[config.mk]
export PLATFORM = sky130hd
export DESIGN_NAME = spc700_alu
export DESIGN_NICKNAME = d
export VERILOG_FILES = /design/src/design/spc_alu_pkg.sv /design/src/design/spc700_alu.sv
export SDC_FILE = /design/constraint.sdc
export NUM_CORES = 1
export LEC_CHECK = 0
export BUFFER_PORTS_ARGS = -buffer_cell sky130_fd_sc_hd__buf_2
export CORE_ASPECT_RATIO = 1.25
export CORE_MARGIN = 5
export CORE_UTILIZATION = 45
export CTS_BUF_LIST = sky130_fd_sc_hd__clkbuf_4
export DETAILED_ROUTE_END_ITERATION = 7
export PLACE_DENSITY_LB_ADDON = 0.15
export SLEW_MARGIN = 40
export SYNTH_ARGS = -nofsm -noshare
export SYNTH_HDL_FRONTEND = slang
export SYNTH_SLANG_ARGS = --single-unit
[constraint.sdc]
create_clock -name clk -period 12.3 [get_ports clk]
set_input_delay 0.615 -clock clk [delete_from_list [all_inputs] [get_ports clk]]
set_output_delay 0.615 -clock clk [all_outputs]
set_load 0.03 [all_outputs]
[src/design/spc_alu_pkg.sv]
// ----------------------------------------------------------------------------
// spc_alu_pkg
// Operation codes, status bit positions and the pipeline payload type of the
// sound CPU arithmetic unit.
// ----------------------------------------------------------------------------
`default_nettype none

package spc_alu_pkg;

  // operation codes
  typedef enum logic [4:0] {
    OP_ADC  = 5'd0,
    OP_SBC  = 5'd1,
    OP_CMP  = 5'd2,
    OP_AND  = 5'd3,
    OP_OR   = 5'd4,
    OP_EOR  = 5'd5,
    OP_ASL  = 5'd6,
    OP_ROL  = 5'd7,
    OP_LSR  = 5'd8,
    OP_ROR  = 5'd9,
    OP_INC  = 5'd10,
    OP_DEC  = 5'd11,
    OP_XCN  = 5'd12,
    OP_ADDW = 5'd13,
    OP_SUBW = 5'd14,
    OP_CMPW = 5'd15,
    OP_INCW = 5'd16,
    OP_DECW = 5'd17,
    OP_MUL  = 5'd18,
    OP_DIV  = 5'd19
  } op_t;

  // status bit positions
  localparam int unsigned FlN = 7;
  localparam int unsigned FlV = 6;
  localparam int unsigned FlH = 3;
  localparam int unsigned FlZ = 1;
  localparam int unsigned FlC = 0;

  // divider layout: dividend bits retired per stage and number of stages
  localparam int unsigned DivBits       = 16;
  localparam int unsigned DivStages     = 4;
  localparam int unsigned BitsPerStage  = DivBits / DivStages;

  // payload carried down the pipeline
  typedef struct packed {
    logic [7:0]  lo;
    logic [7:0]  hi;
    logic [7:0]  fl;
    logic        is_div;
    logic        dcase1;
    logic [7:0]  x;
    logic [15:0] num;
    logic [8:0]  den;
    logic [8:0]  rem;
    logic [7:0]  quo;
  } stage_t;

  // set N and Z from a byte
  function automatic logic [7:0] nz8(input logic [7:0] f, input logic [7:0] r);
    logic [7:0] o;
    o      = f;
    o[FlN] = r[7];
    o[FlZ] = (r == 8'h00);
    return o;
  endfunction

  // set N and Z from a word
  function automatic logic [7:0] nz16(input logic [7:0] f, input logic [15:0] w);
    logic [7:0] o;
    o      = f;
    o[FlN] = w[15];
    o[FlZ] = (w == 16'h0000);
    return o;
  endfunction

endpackage

`default_nettype wire

[src/design/spc700_alu.sv]
// ----------------------------------------------------------------------------
// spc700_alu
// Pipelined arithmetic unit of an 8-bit sound CPU: byte, word, multiply and
// divide operations with status update.
// ----------------------------------------------------------------------------
//  channel   direction  handshake              payload
//  in_*      input      in_valid / in_stall    operation, acc, high_y,
//                                              divisor_x, mem_lo, mem_hi, flags_in
//  out_*     output     out_valid / out_stall  result_lo, result_hi, flags_out
//
//  one transaction enters per cycle while in_stall is low; every operation
//  passes through the setup stage, the divider stages and the output register
//  the depth is set by the divider: four stages of four restoring steps each,
//  after a setup stage, then the output register
//  rst_n (synchronous) clears the stage valid bits only
//  out_stall holds the whole pipeline; in_stall is high while the output
//  register is full and stalled
// ----------------------------------------------------------------------------
`default_nettype none

module spc700_alu (
  input  wire logic       clk,
  input  wire logic       rst_n,
  input  wire logic       in_valid,
  output logic            in_stall,
  input  wire logic [4:0] in_operation,
  input  wire logic [7:0] in_acc,
  input  wire logic [7:0] in_high_y,
  input  wire logic [7:0] in_divisor_x,
  input  wire logic [7:0] in_mem_lo,
  input  wire logic [7:0] in_mem_hi,
  input  wire logic [7:0] in_flags_in,
  output logic            out_valid,
  input  wire logic       out_stall,
  output logic [7:0]      out_result_lo,
  output logic [7:0]      out_result_hi,
  output logic [7:0]      out_flags_out
);

  localparam int unsigned NSt = spc_alu_pkg::DivStages + 1;

  logic                  adv;
  spc_alu_pkg::stage_t   pipe_r [NSt];
  spc_alu_pkg::stage_t   pipe_nxt [NSt];
  logic [NSt-1:0]        vld_r;
  logic                  out_valid_r;
  logic [7:0]            out_lo_r, out_hi_r, out_fl_r;
  logic [7:0]            fin_lo, fin_hi, fin_fl;

  // whole pipeline moves when the output can take or drop its transaction
  assign adv      = !out_valid_r || !out_stall;
  assign in_stall = !adv;

  // setup stage: all non-divide results and the divider operands
  always_comb begin
    logic [7:0]  a, y, x, ml, mh, f, d;
    logic        cin;
    logic [8:0]  s9;
    logic [4:0]  h5;
    logic [15:0] mw, ya, w16;
    logic [16:0] w17, t17, n17;
    logic [8:0]  cc;
    spc_alu_pkg::stage_t st;
    a   = in_acc;
    y   = in_high_y;
    x   = in_divisor_x;
    ml  = in_mem_lo;
    mh  = in_mem_hi;
    f   = in_flags_in;
    cin = f[spc_alu_pkg::FlC];
    mw  = {mh, ml};
    ya  = {y, a};
    d   = '0;
    s9  = '0;
    h5  = '0;
    w16 = '0;
    w17 = '0;
    t17 = '0;
    n17 = '0;
    cc  = '0;
    st        = '0;
    st.lo     = a;
    st.hi     = y;
    st.fl     = f;
    st.x      = x;
    st.den    = 9'd1;
    unique case (in_operation)
      spc_alu_pkg::OP_ADC, spc_alu_pkg::OP_SBC: begin
        d  = (in_operation == spc_alu_pkg::OP_SBC) ? ~ml : ml;
        s9 = {1'b0, a} + {1'b0, d} + {8'd0, cin};
        h5 = {1'b0, a[3:0]} + {1'b0, d[3:0]} + {4'd0, cin};
        st.fl[spc_alu_pkg::FlH] = h5[4];
        st.fl[spc_alu_pkg::FlV] = ~(a[7] ^ d[7]) & (a[7] ^ s9[7]);
        st.fl[spc_alu_pkg::FlC] = s9[8];
        st.lo = s9[7:0];
        st.fl = spc_alu_pkg::nz8(st.fl, st.lo);
      end
      spc_alu_pkg::OP_CMP: begin
        st.fl[spc_alu_pkg::FlC] = (a >= ml);
        st.fl = spc_alu_pkg::nz8(st.fl, a - ml);
      end
      spc_alu_pkg::OP_AND: begin
        st.lo = a & ml;
        st.fl = spc_alu_pkg::nz8(st.fl, st.lo);
      end
      spc_alu_pkg::OP_OR: begin
        st.lo = a | ml;
        st.fl = spc_alu_pkg::nz8(st.fl, st.lo);
      end
      spc_alu_pkg::OP_EOR: begin
        st.lo = a ^ ml;
        st.fl = spc_alu_pkg::nz8(st.fl, st.lo);
      end
      spc_alu_pkg::OP_ASL, spc_alu_pkg::OP_ROL: begin
        st.lo = {a[6:0], (in_operation == spc_alu_pkg::OP_ROL) ? cin : 1'b0};
        st.fl[spc_alu_pkg::FlC] = a[7];
        st.fl = spc_alu_pkg::nz8(st.fl, st.lo);
      end
      spc_alu_pkg::OP_LSR, spc_alu_pkg::OP_ROR: begin
        st.lo = {(in_operation == spc_alu_pkg::OP_ROR) ? cin : 1'b0, a[7:1]};
        st.fl[spc_alu_pkg::FlC] = a[0];
        st.fl = spc_alu_pkg::nz8(st.fl, st.lo);
      end
      spc_alu_pkg::OP_INC: begin
        st.lo = a + 8'd1;
        st.fl = spc_alu_pkg::nz8(st.fl, st.lo);
      end
      spc_alu_pkg::OP_DEC: begin
        st.lo = a - 8'd1;
        st.fl = spc_alu_pkg::nz8(st.fl, st.lo);
      end
      spc_alu_pkg::OP_XCN: begin
        st.lo = {a[3:0], a[7:4]};
        st.fl = spc_alu_pkg::nz8(st.fl, st.lo);
      end
      spc_alu_pkg::OP_ADDW, spc_alu_pkg::OP_SUBW: begin
        // negated word of SUBW keeps its 17th bit when the word is zero
        w17 = (in_operation == spc_alu_pkg::OP_SUBW) ?
              ({1'b0, ~mw} + 17'd1) : {1'b0, mw};
        t17 = w17 + {9'd0, a};
        cc  = {1'b0, y} + t17[16:8];
        st.lo = t17[7:0];
        st.hi = cc[7:0];
        st.fl[spc_alu_pkg::FlH] = (cc[3:0] < y[3:0]);
        st.fl[spc_alu_pkg::FlV] = (cc[7] ^ y[7]) & ~(y[7] ^ w17[15]);
        st.fl[spc_alu_pkg::FlC] = cc[8];
        st.fl = spc_alu_pkg::nz16(st.fl, {cc[7:0], t17[7:0]});
      end
      spc_alu_pkg::OP_CMPW: begin
        st.fl[spc_alu_pkg::FlC] = (ya >= mw);
        st.fl = spc_alu_pkg::nz16(st.fl, ya - mw);
      end
      spc_alu_pkg::OP_INCW, spc_alu_pkg::OP_DECW: begin
        w16 = (in_operation == spc_alu_pkg::OP_INCW) ? (mw + 16'd1) : (mw - 16'd1);
        st.lo = w16[7:0];
        st.hi = w16[15:8];
        st.fl = spc_alu_pkg::nz16(st.fl, w16);
      end
      spc_alu_pkg::OP_MUL: begin
        w16 = {8'd0, y} * {8'd0, a};
        st.lo = w16[7:0];
        st.hi = w16[15:8];
        st.fl = spc_alu_pkg::nz16(st.fl, w16);
      end
      spc_alu_pkg::OP_DIV: begin
        // normal divide when Y < 2X, else the wrapped form over 256 - X
        st.is_div = 1'b1;
        st.fl[spc_alu_pkg::FlH] = (y[3:0] >= x[3:0]);
        st.fl[spc_alu_pkg::FlV] = (y >= x);
        st.dcase1 = ({1'b0, y} < {x, 1'b0});
        n17 = {1'b0, ya} - {x, 9'd0};
        st.num = st.dcase1 ? ya : n17[15:0];
        st.den = st.dcase1 ? {1'b0, x} : (9'd256 - {1'b0, x});
      end
      default: begin
      end
    endcase
    pipe_nxt[0] = st;
  end

  // divider stages: restoring steps, one quotient bit each
  for (genvar g = 1; g < NSt; g++) begin : g_div
    always_comb begin
      logic [9:0] rs;
      spc_alu_pkg::stage_t st;
      st = pipe_r[g-1];
      rs = '0;
      for (int k = 0; k < spc_alu_pkg::BitsPerStage; k++) begin
        rs     = {st.rem, st.num[15]};
        st.num = {st.num[14:0], 1'b0};
        if (rs >= {1'b0, st.den}) begin
          rs     = rs - {1'b0, st.den};
          st.quo = {st.quo[6:0], 1'b1};
        end else begin
          st.quo = {st.quo[6:0], 1'b0};
        end
        st.rem = rs[8:0];
      end
      pipe_nxt[g] = st;
    end
  end

  // final selection: divide results; other operations pass through
  always_comb begin
    spc_alu_pkg::stage_t st;
    st     = pipe_r[NSt-1];
    fin_lo = st.lo;
    fin_hi = st.hi;
    fin_fl = st.fl;
    if (st.is_div) begin
      fin_lo = st.dcase1 ? st.quo : ~st.quo;
      fin_hi = st.dcase1 ? st.rem[7:0] : (st.x + st.rem[7:0]);
      fin_fl = spc_alu_pkg::nz8(st.fl, fin_lo);
    end
  end

  // stage registers
  always_ff @(posedge clk) begin
    if (adv) begin
      for (int i = 0; i < NSt; i++) begin
        pipe_r[i] <= pipe_nxt[i];
      end
      out_lo_r <= fin_lo;
      out_hi_r <= fin_hi;
      out_fl_r <= fin_fl;
    end
  end

  // valid bits
  always_ff @(posedge clk) begin
    if (!rst_n) begin
      vld_r       <= '0;
      out_valid_r <= 1'b0;
    end else if (adv) begin
      vld_r       <= {vld_r[NSt-2:0], in_valid};
      out_valid_r <= vld_r[NSt-1];
    end
  end

  assign out_valid     = out_valid_r;
  assign out_result_lo = out_lo_r;
  assign out_result_hi = out_hi_r;
  assign out_flags_out = out_fl_r;

endmodule

`default_nettype wire
==> out/results.txt, run 1 <==
Initial Util = 45.2%
RSZ-0062 raised after global routing = no
first-pass GRT wire length = 104 mm
post-synthesis cell type count = 87
Worst-Skew Late Latency = 0.72 ns
Seq/Total Area, Yosys = 38.2%
Post-Synthesis Cells = 2491
Resized cells post-CTS = 0
Hold Path Class = in2reg
clock tree buffer depth = 3
#FFs+latches synth = 323
Post-synth EDFFs = 317
die area = 0.0610 mm²
Async S/R FF share, synth = 0%
Num CTS Buffers = 76
crit share post-route = 78.0%
yosys warns = 0
Yosys top cell area share = 37.7%
# Max-Cap Violations = 0
layout net count = 2999
routability cong. = 0.936
GRT overflow = 0
Final Max Tran Viols = 0
Buffers on Ports = 82
CP Max Fanout = 15
Worst EP required = 12.75 ns
metal3 WL = 3.13 mm
Syn Nets = 2879
via count = 19.5k
Slowest-stage cell, CP = a2111oi_0
status = complete, no violations
routed wl met2 = 32.7 mm
largest cells by area after synthesis = edfxtp_1, ha_1, fa_1, xnor2_1, nor2_1
Die Height = 275 µm
Primary FF master, synth = edfxtp_1
sum of negative setup slack = 0 ns
largest net degree at the start of global routing = 178
DR WL/cell = 19.3 µm
Die W = 222 µm
layout cells sized above 1 = 12.2%
First DRT Iteration DRCs = 1341
Final Util = 49.3%
row cnt = 97
startpoint types = flip-flop
max layer used = met4
vias in the first global route = 19.6k
core area = 0.0558 mm²
Fin Clk Skew = 0.0426 ns
vias per cell = 5.72
family with the most delay on the worst path = compound AO/OA/AOI/OAI gates
drt pass-1 iters = 6
initial antenna violation count = 2
wl on met1 = 27.4 mm
final-report setup violation count = 0
htree depth = 3
Routed WL = 66.0 mm
Mapped Area = 0.0253 mm²
worst slew pin tran = 0.840 ns
Final Critical Period = 9.59 ns
root buffer cell = clkbuf_4
WP data arrival = 10.04 ns
I/O pins = 83
area delta synth->final = 9.08%
DRC = 0
Slew HR = 43.4%
Max stage delay on crit path = 0.64 ns
Yosys top cell by area = edfxtp_1
Clock transition at path regs = 0.07 ns
crit path capture type = flip-flop
FMAX = 104 MHz
hpwl dp = 50.4 mm
critical path class = reg2reg
CTS tree = done
Routed Antenna Nets = 0
Final Hold Vio Count = 0
Worst Path Buf+Inv = 2
Total GRT Usage = 21.1%
clock sinks = 323
FF-to-FF setup slack = 2.71 ns
syn_area_per_cell = 10.1 µm²
==> worst min-delay path: cells and delay by family <==
family	cells	cell delay [ns]
buffers and inverters	1	0.10
AND/OR/NAND/NOR	1	0.04
AO/OA/AOI/OAI	1	0.07
==> state kept, by name, indices dropped and copies added, names as in the netlist <==
signal / count
out_result_lo: 8
pipe_r: 293
out_valid: 1
out_result_hi: 8
out_flags_out: 8
vld_r: 5
==> cell families after synthesis <==
logic type / count (synthesis) / synth area share [%]
AOI/OAI and AO/OA: 564 / 14.8
buffers and inverters: 277 / 4.19
DFF: 323 / 38.2
muxes: 107 / 4.66
xor gates and xnor gates: 190 / 6.59
adders and majority gates: 331 / 18.1
and+or+nand+nor: 699 / 13.4
==> area by class of cell <==
type / count / area, µm²
fillers: 5233 / 28300
well taps: 742 / 928
inverters: 217 / 815
multi-input cells: 1891 / 14600
flip-flops and latches: 323 / 9640
diodes: 2 / 5.00
repair buffers: 102 / 612
clock inverters: 28 / 165
clock buffers: 106 / 796
==> cell usage in the layout, fill, tap and decap left out, drive strengths merged, types with 35 or more instances in the layout <==
| cell type | Yosys | routed |
|---|---|---|
| a21o | 51 | 51 |
| nand3 | 38 | 38 |
| nor2 | 225 | 225 |
| mux2 | 74 | 74 |
| inv | 211 | 213 |
| clkbuf | 48 | 106 |
| ha | 273 | 273 |
| xor2 | 62 | 62 |
| edfxtp | 317 | 317 |
| xnor2 | 128 | 128 |
| a21oi | 166 | 166 |
| nor3 | 58 | 58 |
| o21ai | 101 | 101 |
| nand2 | 153 | 153 |
| fa | 58 | 58 |
| buf | 12 | 99 |
| nand2b | 35 | 35 |
| nor2b | 40 | 40 |
==> repair_timing <==
action	CTS	global route
hold buffers	3	0
hold endpoints to repair	3	0
buffers inserted	0	0
==> metrics by stage <==
| stage | worst slack [ns] | instance area [µm²] | instances | hold WS [ns] |
|---|---|---|---|---|
| final | 2.71 | 27500 | 3411 | 0.157 |
| after global placement | 3.09 | 26500 | 3270 | 0.400 |
| after floorplan | 1.97 | 25300 | 2491 | 0.400 |
| after detailed placement | 2.83 | 26500 | 3271 | 0.405 |
| after CTS | 2.79 | 27500 | 3408 | 0.0499 |
| after global routing | 2.05 | 27500 | 3411 | 0.108 |
==> synthesized netlist by cell type (17+ instances only) <==
cell,n
a21boi_0,17
clkbuf_1,48
nor4_1,19
nand3_1,38
fa_1,58
mux2_2,74
mux2i_1,32
nand4_1,33
xor2_1,62
xnor2_1,128
o21bai_1,26
nand2_1,152
o21ai_0,99
edfxtp_1,317
a21o_1,51
ha_1,273
inv_1,211
a211oi_1,19
or3_1,18
nand2b_1,35
a21oi_1,166
nor2b_1,40
nor3_1,58
nor2_1,225
o21a_1,18
and2_1,21
==> path summary, 6_finish.rpt <==
check,from,endpoint,cells after the start
min reg2reg,pipe_r[0][288]$_DFFE_PN_,pipe_r[0][364]$_DFFE_PN_,0
max,pipe_r[0][170]$_DFFE_PN_,pipe_r[0][238]$_DFFE_PN_,33
min,in_valid,vld_r[0]$_SDFFE_PN0N_,3
max reg2reg,pipe_r[0][170]$_DFFE_PN_,pipe_r[0][238]$_DFFE_PN_,33
==> metal layers <==
metal | track usage, % | vias up
met1 | 26.0 | 9294
li1 | - | 9437
met5 | 0 | -
met4 | 9.01 | 0
met2 | 37.2 | 610
met3 | 3.03 | 163
Power of run 1 is not shown: default switching activity piles up to over one toggle a cycle in this logic, so the estimate is an artifact.
==> run 2: changes to the inputs <==
- ABC_AREA: default -> 1
- clock period: 12.3 -> 9.6 ns (I/O delays scaled with it)
==> out/results.txt, run 2 <==
row cnt = 99 (was 97)
clock tree buffer depth = 3 (unchanged)
First DRT Iteration DRCs = 1493 (was 1341)
post-route setup slack = 1.74 ns (was 2.71 ns)
FMAX = 127 MHz (was 104 MHz)
GRT overflow = 0 (unchanged)
Num CTS Buffers = 77 (was 76)
Syn Nets = 3630 (was 2879)
Hold Path Class = in2reg (unchanged)
routability cong. = 0.978 (was 0.936)
Max stage delay on crit path = 0.51 ns (was 0.64 ns)
Final Max Tran Viols = 0 (unchanged)
Post-synth EDFFs = 317 (unchanged)
most numerous cell in the Yosys netlist = nand2_1 (was edfxtp_1)
layout net count = 3769 (was 2999)
Slowest-stage cell, CP = a221oi_1 (was a2111oi_0)
startpoint types = flip-flop (unchanged)
Die Height = 282 µm (was 275 µm)
root buffer cell = clkbuf_4 (unchanged)
Die W = 228 µm (was 222 µm)
layout cells sized above 1 = 8.88% (was 12.2%)
hpwl dp = 58.4 mm (was 50.4 mm)
Mapped Area = 0.0267 mm² (was 0.0253 mm²)
Setup Slack @ Placement = 1.81 ns (was 2.83 ns)
Synth top cells by count = nand2_1, inv_1, edfxtp_1 (was edfxtp_1, ha_1, nor2_1)
Yosys top cell by area = edfxtp_1 (unchanged)
vias in the first global route = 22.4k (was 19.6k)
sum of negative setup slack = 0 ns (unchanged)
Largest Register = pipe_r (unchanged)
DR WL/cell = 17.6 µm (was 19.3 µm)
crit path capture type = flip-flop (unchanged)
drt pass-1 iters = 5 (was 6)
Final Hold Vio Count = 0 (unchanged)
postcts setup bufs = 0 (unchanged)
RSZ-0062 raised after global routing = no (unchanged)
critical path class = reg2reg (unchanged)
Seq/Total Area, Yosys = 36.1% (was 38.2%)
WP data arrival = 8.45 ns (was 10.04 ns)
Final Critical Period = 7.86 ns (was 9.59 ns)
Clock transition at path regs = 0.07 ns (about the same)
final-report setup violation count = 0 (unchanged)
Initial Util = 45.6% (was 45.2%)
clock sinks = 323 (unchanged)
core area = 0.0586 mm² (was 0.0558 mm²)
die area = 0.0643 mm² (was 0.0610 mm²)
Yosys top cell area share = 35.7% (was 37.7%)
CP Max Fanout = 14 (was 15)
DRC = 0 (unchanged)
status = complete, no violations (unchanged)
Post-Synthesis Cells = 3242 (was 2491)
worst slew pin tran = 0.754 ns (was 0.840 ns)
Primary FF master, synth = edfxtp_1 (unchanged)
#FFs+latches synth = 323 (unchanged)
max reg flops = 293 (unchanged)
area delta synth->final = 8.71% (was 9.08%)
I/O pins = 83 (unchanged)
CTS tree = done (unchanged)
Routed WL = 73.5 mm (was 66.0 mm)
via count = 22.5k (was 19.5k)
largest cells by area after synthesis = edfxtp_1, ha_1, nand2_1, inv_1, fa_1 (was edfxtp_1, ha_1, fa_1, xnor2_1, nor2_1)
final non-filler cell total = 4184 (was 3411)
initial antenna violation count = 9 (was 2)
Fin Clk Skew = 0.0457 ns (was 0.0426 ns)
placed cells = 4048 (was 3271)
largest net degree at the start of global routing = 99 (was 178)
Async S/R FF share, synth = 0% (unchanged)
most frequent cells in the layout = nand2_1, inv_1, edfxtp_1 (was edfxtp_1, ha_1, nor2_1)
first-pass GRT wire length = 117 mm (was 104 mm)
Worst-Skew Late Latency = 0.73 ns (was 0.72 ns)
Total GRT Usage = 22.4% (was 21.1%)
Slew HR = 49.7% (was 43.4%)
htree depth = 3 (unchanged)
# Max-Cap Violations = 0 (unchanged)
vias per cell = 5.39 (was 5.72)
post-synthesis cell type count = 64 (was 87)
yosys warns = 0 (unchanged)
Buffers on Ports = 82 (unchanged)
Routed Antenna Nets = 0 (unchanged)
Worst EP required = 10.19 ns (was 12.75 ns)
most used cell, CP = nand3_1
crit share post-route = 81.9% (was 78.0%)
most common cell after layout, fill and taps aside = nand2_1 (was edfxtp_1)
syn_area_per_cell = 8.24 µm² (was 10.1 µm²)
## run 2: changes by cell type in the layout (fill, tap and decap cells not counted), moves of 32 or more
| cell | change |
|---|---|
| xor2_1 | +51 |
| a21o_1 | -39 |
| nand2b_1 | -35 |
| xnor2_1 | -68 |
| inv_1 | +282 |
| nand2_1 | +661 |
| nand3_1 | +159 |
| nor2b_1 | -40 |
| mux2_2 | -74 |
| o21ai_1 | +35 |
| mux2i_1 | -32 |
## run 2: metrics by stage
step | instance area [µm²] | utilization, % | hold slack (ns)
6_report | 29000 | 49.5 | 0.101
5_1_grt | 29000 | 49.5 | 0.0374
4_1_cts | 29000 | 49.5 | 0.00197
3_5_place_dp | 28000 | 47.8 | 0.405
3_3_place_gp | 27900 | 47.6 | 0.400
2_1_floorplan | 26700 | - | 0.400
## run 2: timing repair
action | 4_1_cts | 5_1_grt
hold buffers | 11 | 0
hold endpoints to repair | 14 | 0
gates resized for setup | 0 | 0
## run 2: layout make-up
type	count	area [µm²]
Antenna cell	5	12.5
Clock buffer	105	788
Multi-Input combinational cell	2359	14900
Clock inverter	15	128
Fill cell	5662	29600
Tap cell	757	947
Sequential cell	323	9640
Inverter	519	1950
Timing Repair Buffer	101	653
## run 2: worst paths after layout
path	start	slack [ns]	end	depth (start not counted)
worst min register to register	pipe_r[0][195]$_DFFE_PN_	0.39	pipe_r[0][271]$_DFFE_PN_	0
worst max register to register	pipe_r[0][170]$_DFFE_PN_	1.74	pipe_r[0][241]$_DFFE_PN_	36
worst min-delay path	out_stall	0.10	out_valid$_SDFFE_PN0N_	3
worst max-delay path	pipe_r[0][170]$_DFFE_PN_	1.74	pipe_r[0][241]$_DFFE_PN_	36
## run 2: kinds of logic (layout without fill, tap and decap cells)
| logic type | after synthesis | in the layout | share of synthesized area [%] |
|---|---|---|---|
| xor gates and xnor gates | 174 | 174 | 5.74 |
| AOI/OAI and AO/OA | 458 | 458 | 10.3 |
| adders and majority gates | 331 | 331 | 17.1 |
| and+or+nand+nor | 1396 | 1396 | 22.6 |
| other | 0 | 5 | 0 |
| buffers and inverters | 560 | 740 | 8.13 |
| DFF | 323 | 323 | 36.1 |
## run 2: critical path, delay by kind of cell (launching register included)
| kind | cells | cell delay [ns] |
|---|---|---|
| DFF | 1 | 0.50 |
| AOI/OAI and AO/OA | 12 | 2.88 |
| adders and majority gates | 4 | 1.64 |
| buffers and inverters | 2 | 0.48 |
| and+or+nand+nor | 18 | 2.26 |
## run 2: per-layer routing
| layer | vias up | GRT usage (%) | part of all wire [%] |
|---|---|---|---|
| li1 | 11200 | - | - |
| met1 | 10500 | 27.3 | 42 |
| met2 | 686 | 39.7 | 49 |
| met3 | 176 | 3.64 | 5.6 |
| met4 | 6 | 9.61 | 4.0 |
| met5 | - | 0 | 0.056 |
Power of run 2 is left out for the same reason.
==> run 3: changes to the inputs <==
- clock period: 9.6 -> 8.1 ns (I/O delays scaled with it)
==> out/results.txt, run 3 (synthesis results as in run 2) <==
FMAX = 133 MHz (was 127 MHz)
Routed WL = 72.3 mm (was 73.5 mm)
Die Height = 282 µm (unchanged)
GRT overflow = 0 (unchanged)
area delta synth->final = 9.33% (was 8.71%)
Clock transition at path regs = 0.07 ns (about the same)
Buffers on Ports = 82 (unchanged)
Final Hold Vio Count = 0 (unchanged)
crit path capture type = flip-flop (unchanged)
Final Max Tran Viols = 0 (unchanged)
Max stage delay on crit path = 0.45 ns (was 0.51 ns)
crit share post-route = 92.8% (was 81.9%)
startpoint types = flip-flop (unchanged)
first-pass GRT wire length = 115 mm (was 117 mm)
Hold Path Class = in2reg (unchanged)
# Max-Cap Violations = 0 (unchanged)
status = complete, no violations (unchanged)
Fin Clk Skew = 0.0604 ns (was 0.0457 ns)
initial antenna violation count = 4 (was 9)
R2R Path Start = pipe_r[0][93]$_DFFE_PN_ (was pipe_r[0][170]$_DFFE_PN_)
max reg flops = 293 (unchanged)
routability cong. = 0.979 (was 0.978)
Num CTS Buffers = 76 (was 77)
sum of negative setup slack = 0 ns (unchanged)
most frequent cells in the layout = nand2_1, inv_1, edfxtp_1 (unchanged)
critical path class = reg2reg (unchanged)
final-report setup violation count = 0 (unchanged)
most common cell after layout, fill and taps aside = nand2_1 (unchanged)
Largest Register = pipe_r (unchanged)
drt pass-1 iters = 6 (was 5)
Worst-Skew Late Latency = 0.72 ns (was 0.73 ns)
via count = 22.5k (about the same)
Total GRT Usage = 22.0% (was 22.4%)
clock tree buffer depth = 3 (unchanged)
Final Critical Period = 7.51 ns (was 7.86 ns)
most used cell, CP = nand2_1 (was nand3_1)
hpwl dp = 57.3 mm (was 58.4 mm)
die area = 0.0643 mm² (unchanged)
Slew HR = 48.5% (was 49.7%)
htree depth = 3 (unchanged)
Slowest-stage cell, CP = edfxtp_1 (was a221oi_1)
Multi-input gate area = 0.0149 mm² (about the same)
I/O pins = 83 (unchanged)
RSZ-0062 raised after global routing = no (unchanged)
core area = 0.0586 mm² (unchanged)
Worst EP required = 8.66 ns (was 10.19 ns)
Filler cells = 5727 (was 5662)
vias in the first global route = 22.3k (was 22.4k)
row cnt = 99 (unchanged)
root buffer cell = clkbuf_4 (unchanged)
Crit. Startpoint = pipe_r[0][93]$_DFFE_PN_ (was pipe_r[0][170]$_DFFE_PN_)
Routed Antenna Nets = 0 (unchanged)
worst slew pin tran = 0.773 ns (was 0.754 ns)
register area = 0.00964 mm² (unchanged)
Hold Crit Start = in_flags_in[6] (was out_stall)
DRC = 0 (unchanged)
largest net degree at the start of global routing = 99 (unchanged)
Die W = 228 µm (unchanged)
layout cells sized above 1 = 9.18% (was 8.88%)
Initial Util = 45.6% (unchanged)
WP data arrival = 8.08 ns (was 8.45 ns)
clock sinks = 323 (unchanged)
CTS tree = done (unchanged)
layout net count = 3781 (was 3769)
vias per cell = 5.36 (was 5.39)
CP Max Fanout = 11 (was 14)
DR WL/cell = 17.2 µm (was 17.6 µm)
First DRT Iteration DRCs = 1525 (was 1493)
-- run 3: through the flow --
stage               hold slack [ns]  setup WS, ns  util (%)  cells  area, µm²
floorplan                     0.400          1.46         -   3242      26700
global route                 0.0851        0.0253      49.8   4200      29200
detailed placement            0.405         0.316      47.7   4048      27900
global placement              0.400         0.457      47.6   4047      27900
CTS                          0.0579         0.297      49.6   4189      29100
finish                        0.163         0.586      49.8   4202      29200
-- run 3: what timing repair did --
action,in CTS,in global routing
buffers inserted,0,8
resized for setup,0,5
setup endpoints to repair,0,19
hold endpoints to repair,18,0
hold buffers,15,0
-- run 3: critical path, delay by kind of cell (launching register included) --
family                   cells  cell delay (ns)
flip-flops                   1             0.45
buffers and inverters        3             0.45
AND/OR/NAND/NOR             23             2.57
adder cells (fa/ha/maj)      5             1.71
AO/OA/AOI/OAI               10             2.19
-- run 3: final timing paths --
kind | slack, ns | cells past startpoint | end
worst max register to register | 0.59 | 41 | pipe_r[0][166]$_DFFE_PN_
worst min register to register | 0.38 | 0 | pipe_r[0][268]$_DFFE_PN_
worst max-delay path | 0.59 | 41 | pipe_r[0][166]$_DFFE_PN_
worst min-delay path | 0.16 | 3 | pipe_r[0][58]$_DFFE_PN_
-- run 3: final cells by class --
type | instances | share of cell area [%]
multi-input cells | 2360 | 51.2
clock inverters | 21 | 0.690
well taps | 757 | 3.24
repair buffers | 113 | 2.44
clock buffers | 105 | 2.70
inverters | 519 | 6.69
diodes | 4 | 0.0343
flip-flops and latches | 323 | 33.0
-- run 3: metal layers --
| layer | up-vias | share of wire, % | GRT usage [%] |
|---|---|---|---|
| li1 | 11200 | - | - |
| met1 | 10500 | 42 | 27.4 |
| met2 | 636 | 49 | 39.3 |
| met3 | 150 | 4.8 | 2.77 |
| met4 | 2 | 4.0 | 8.77 |
| met5 | - | 0.018 | 0 |
Power of run 3 is left out for the same reason.
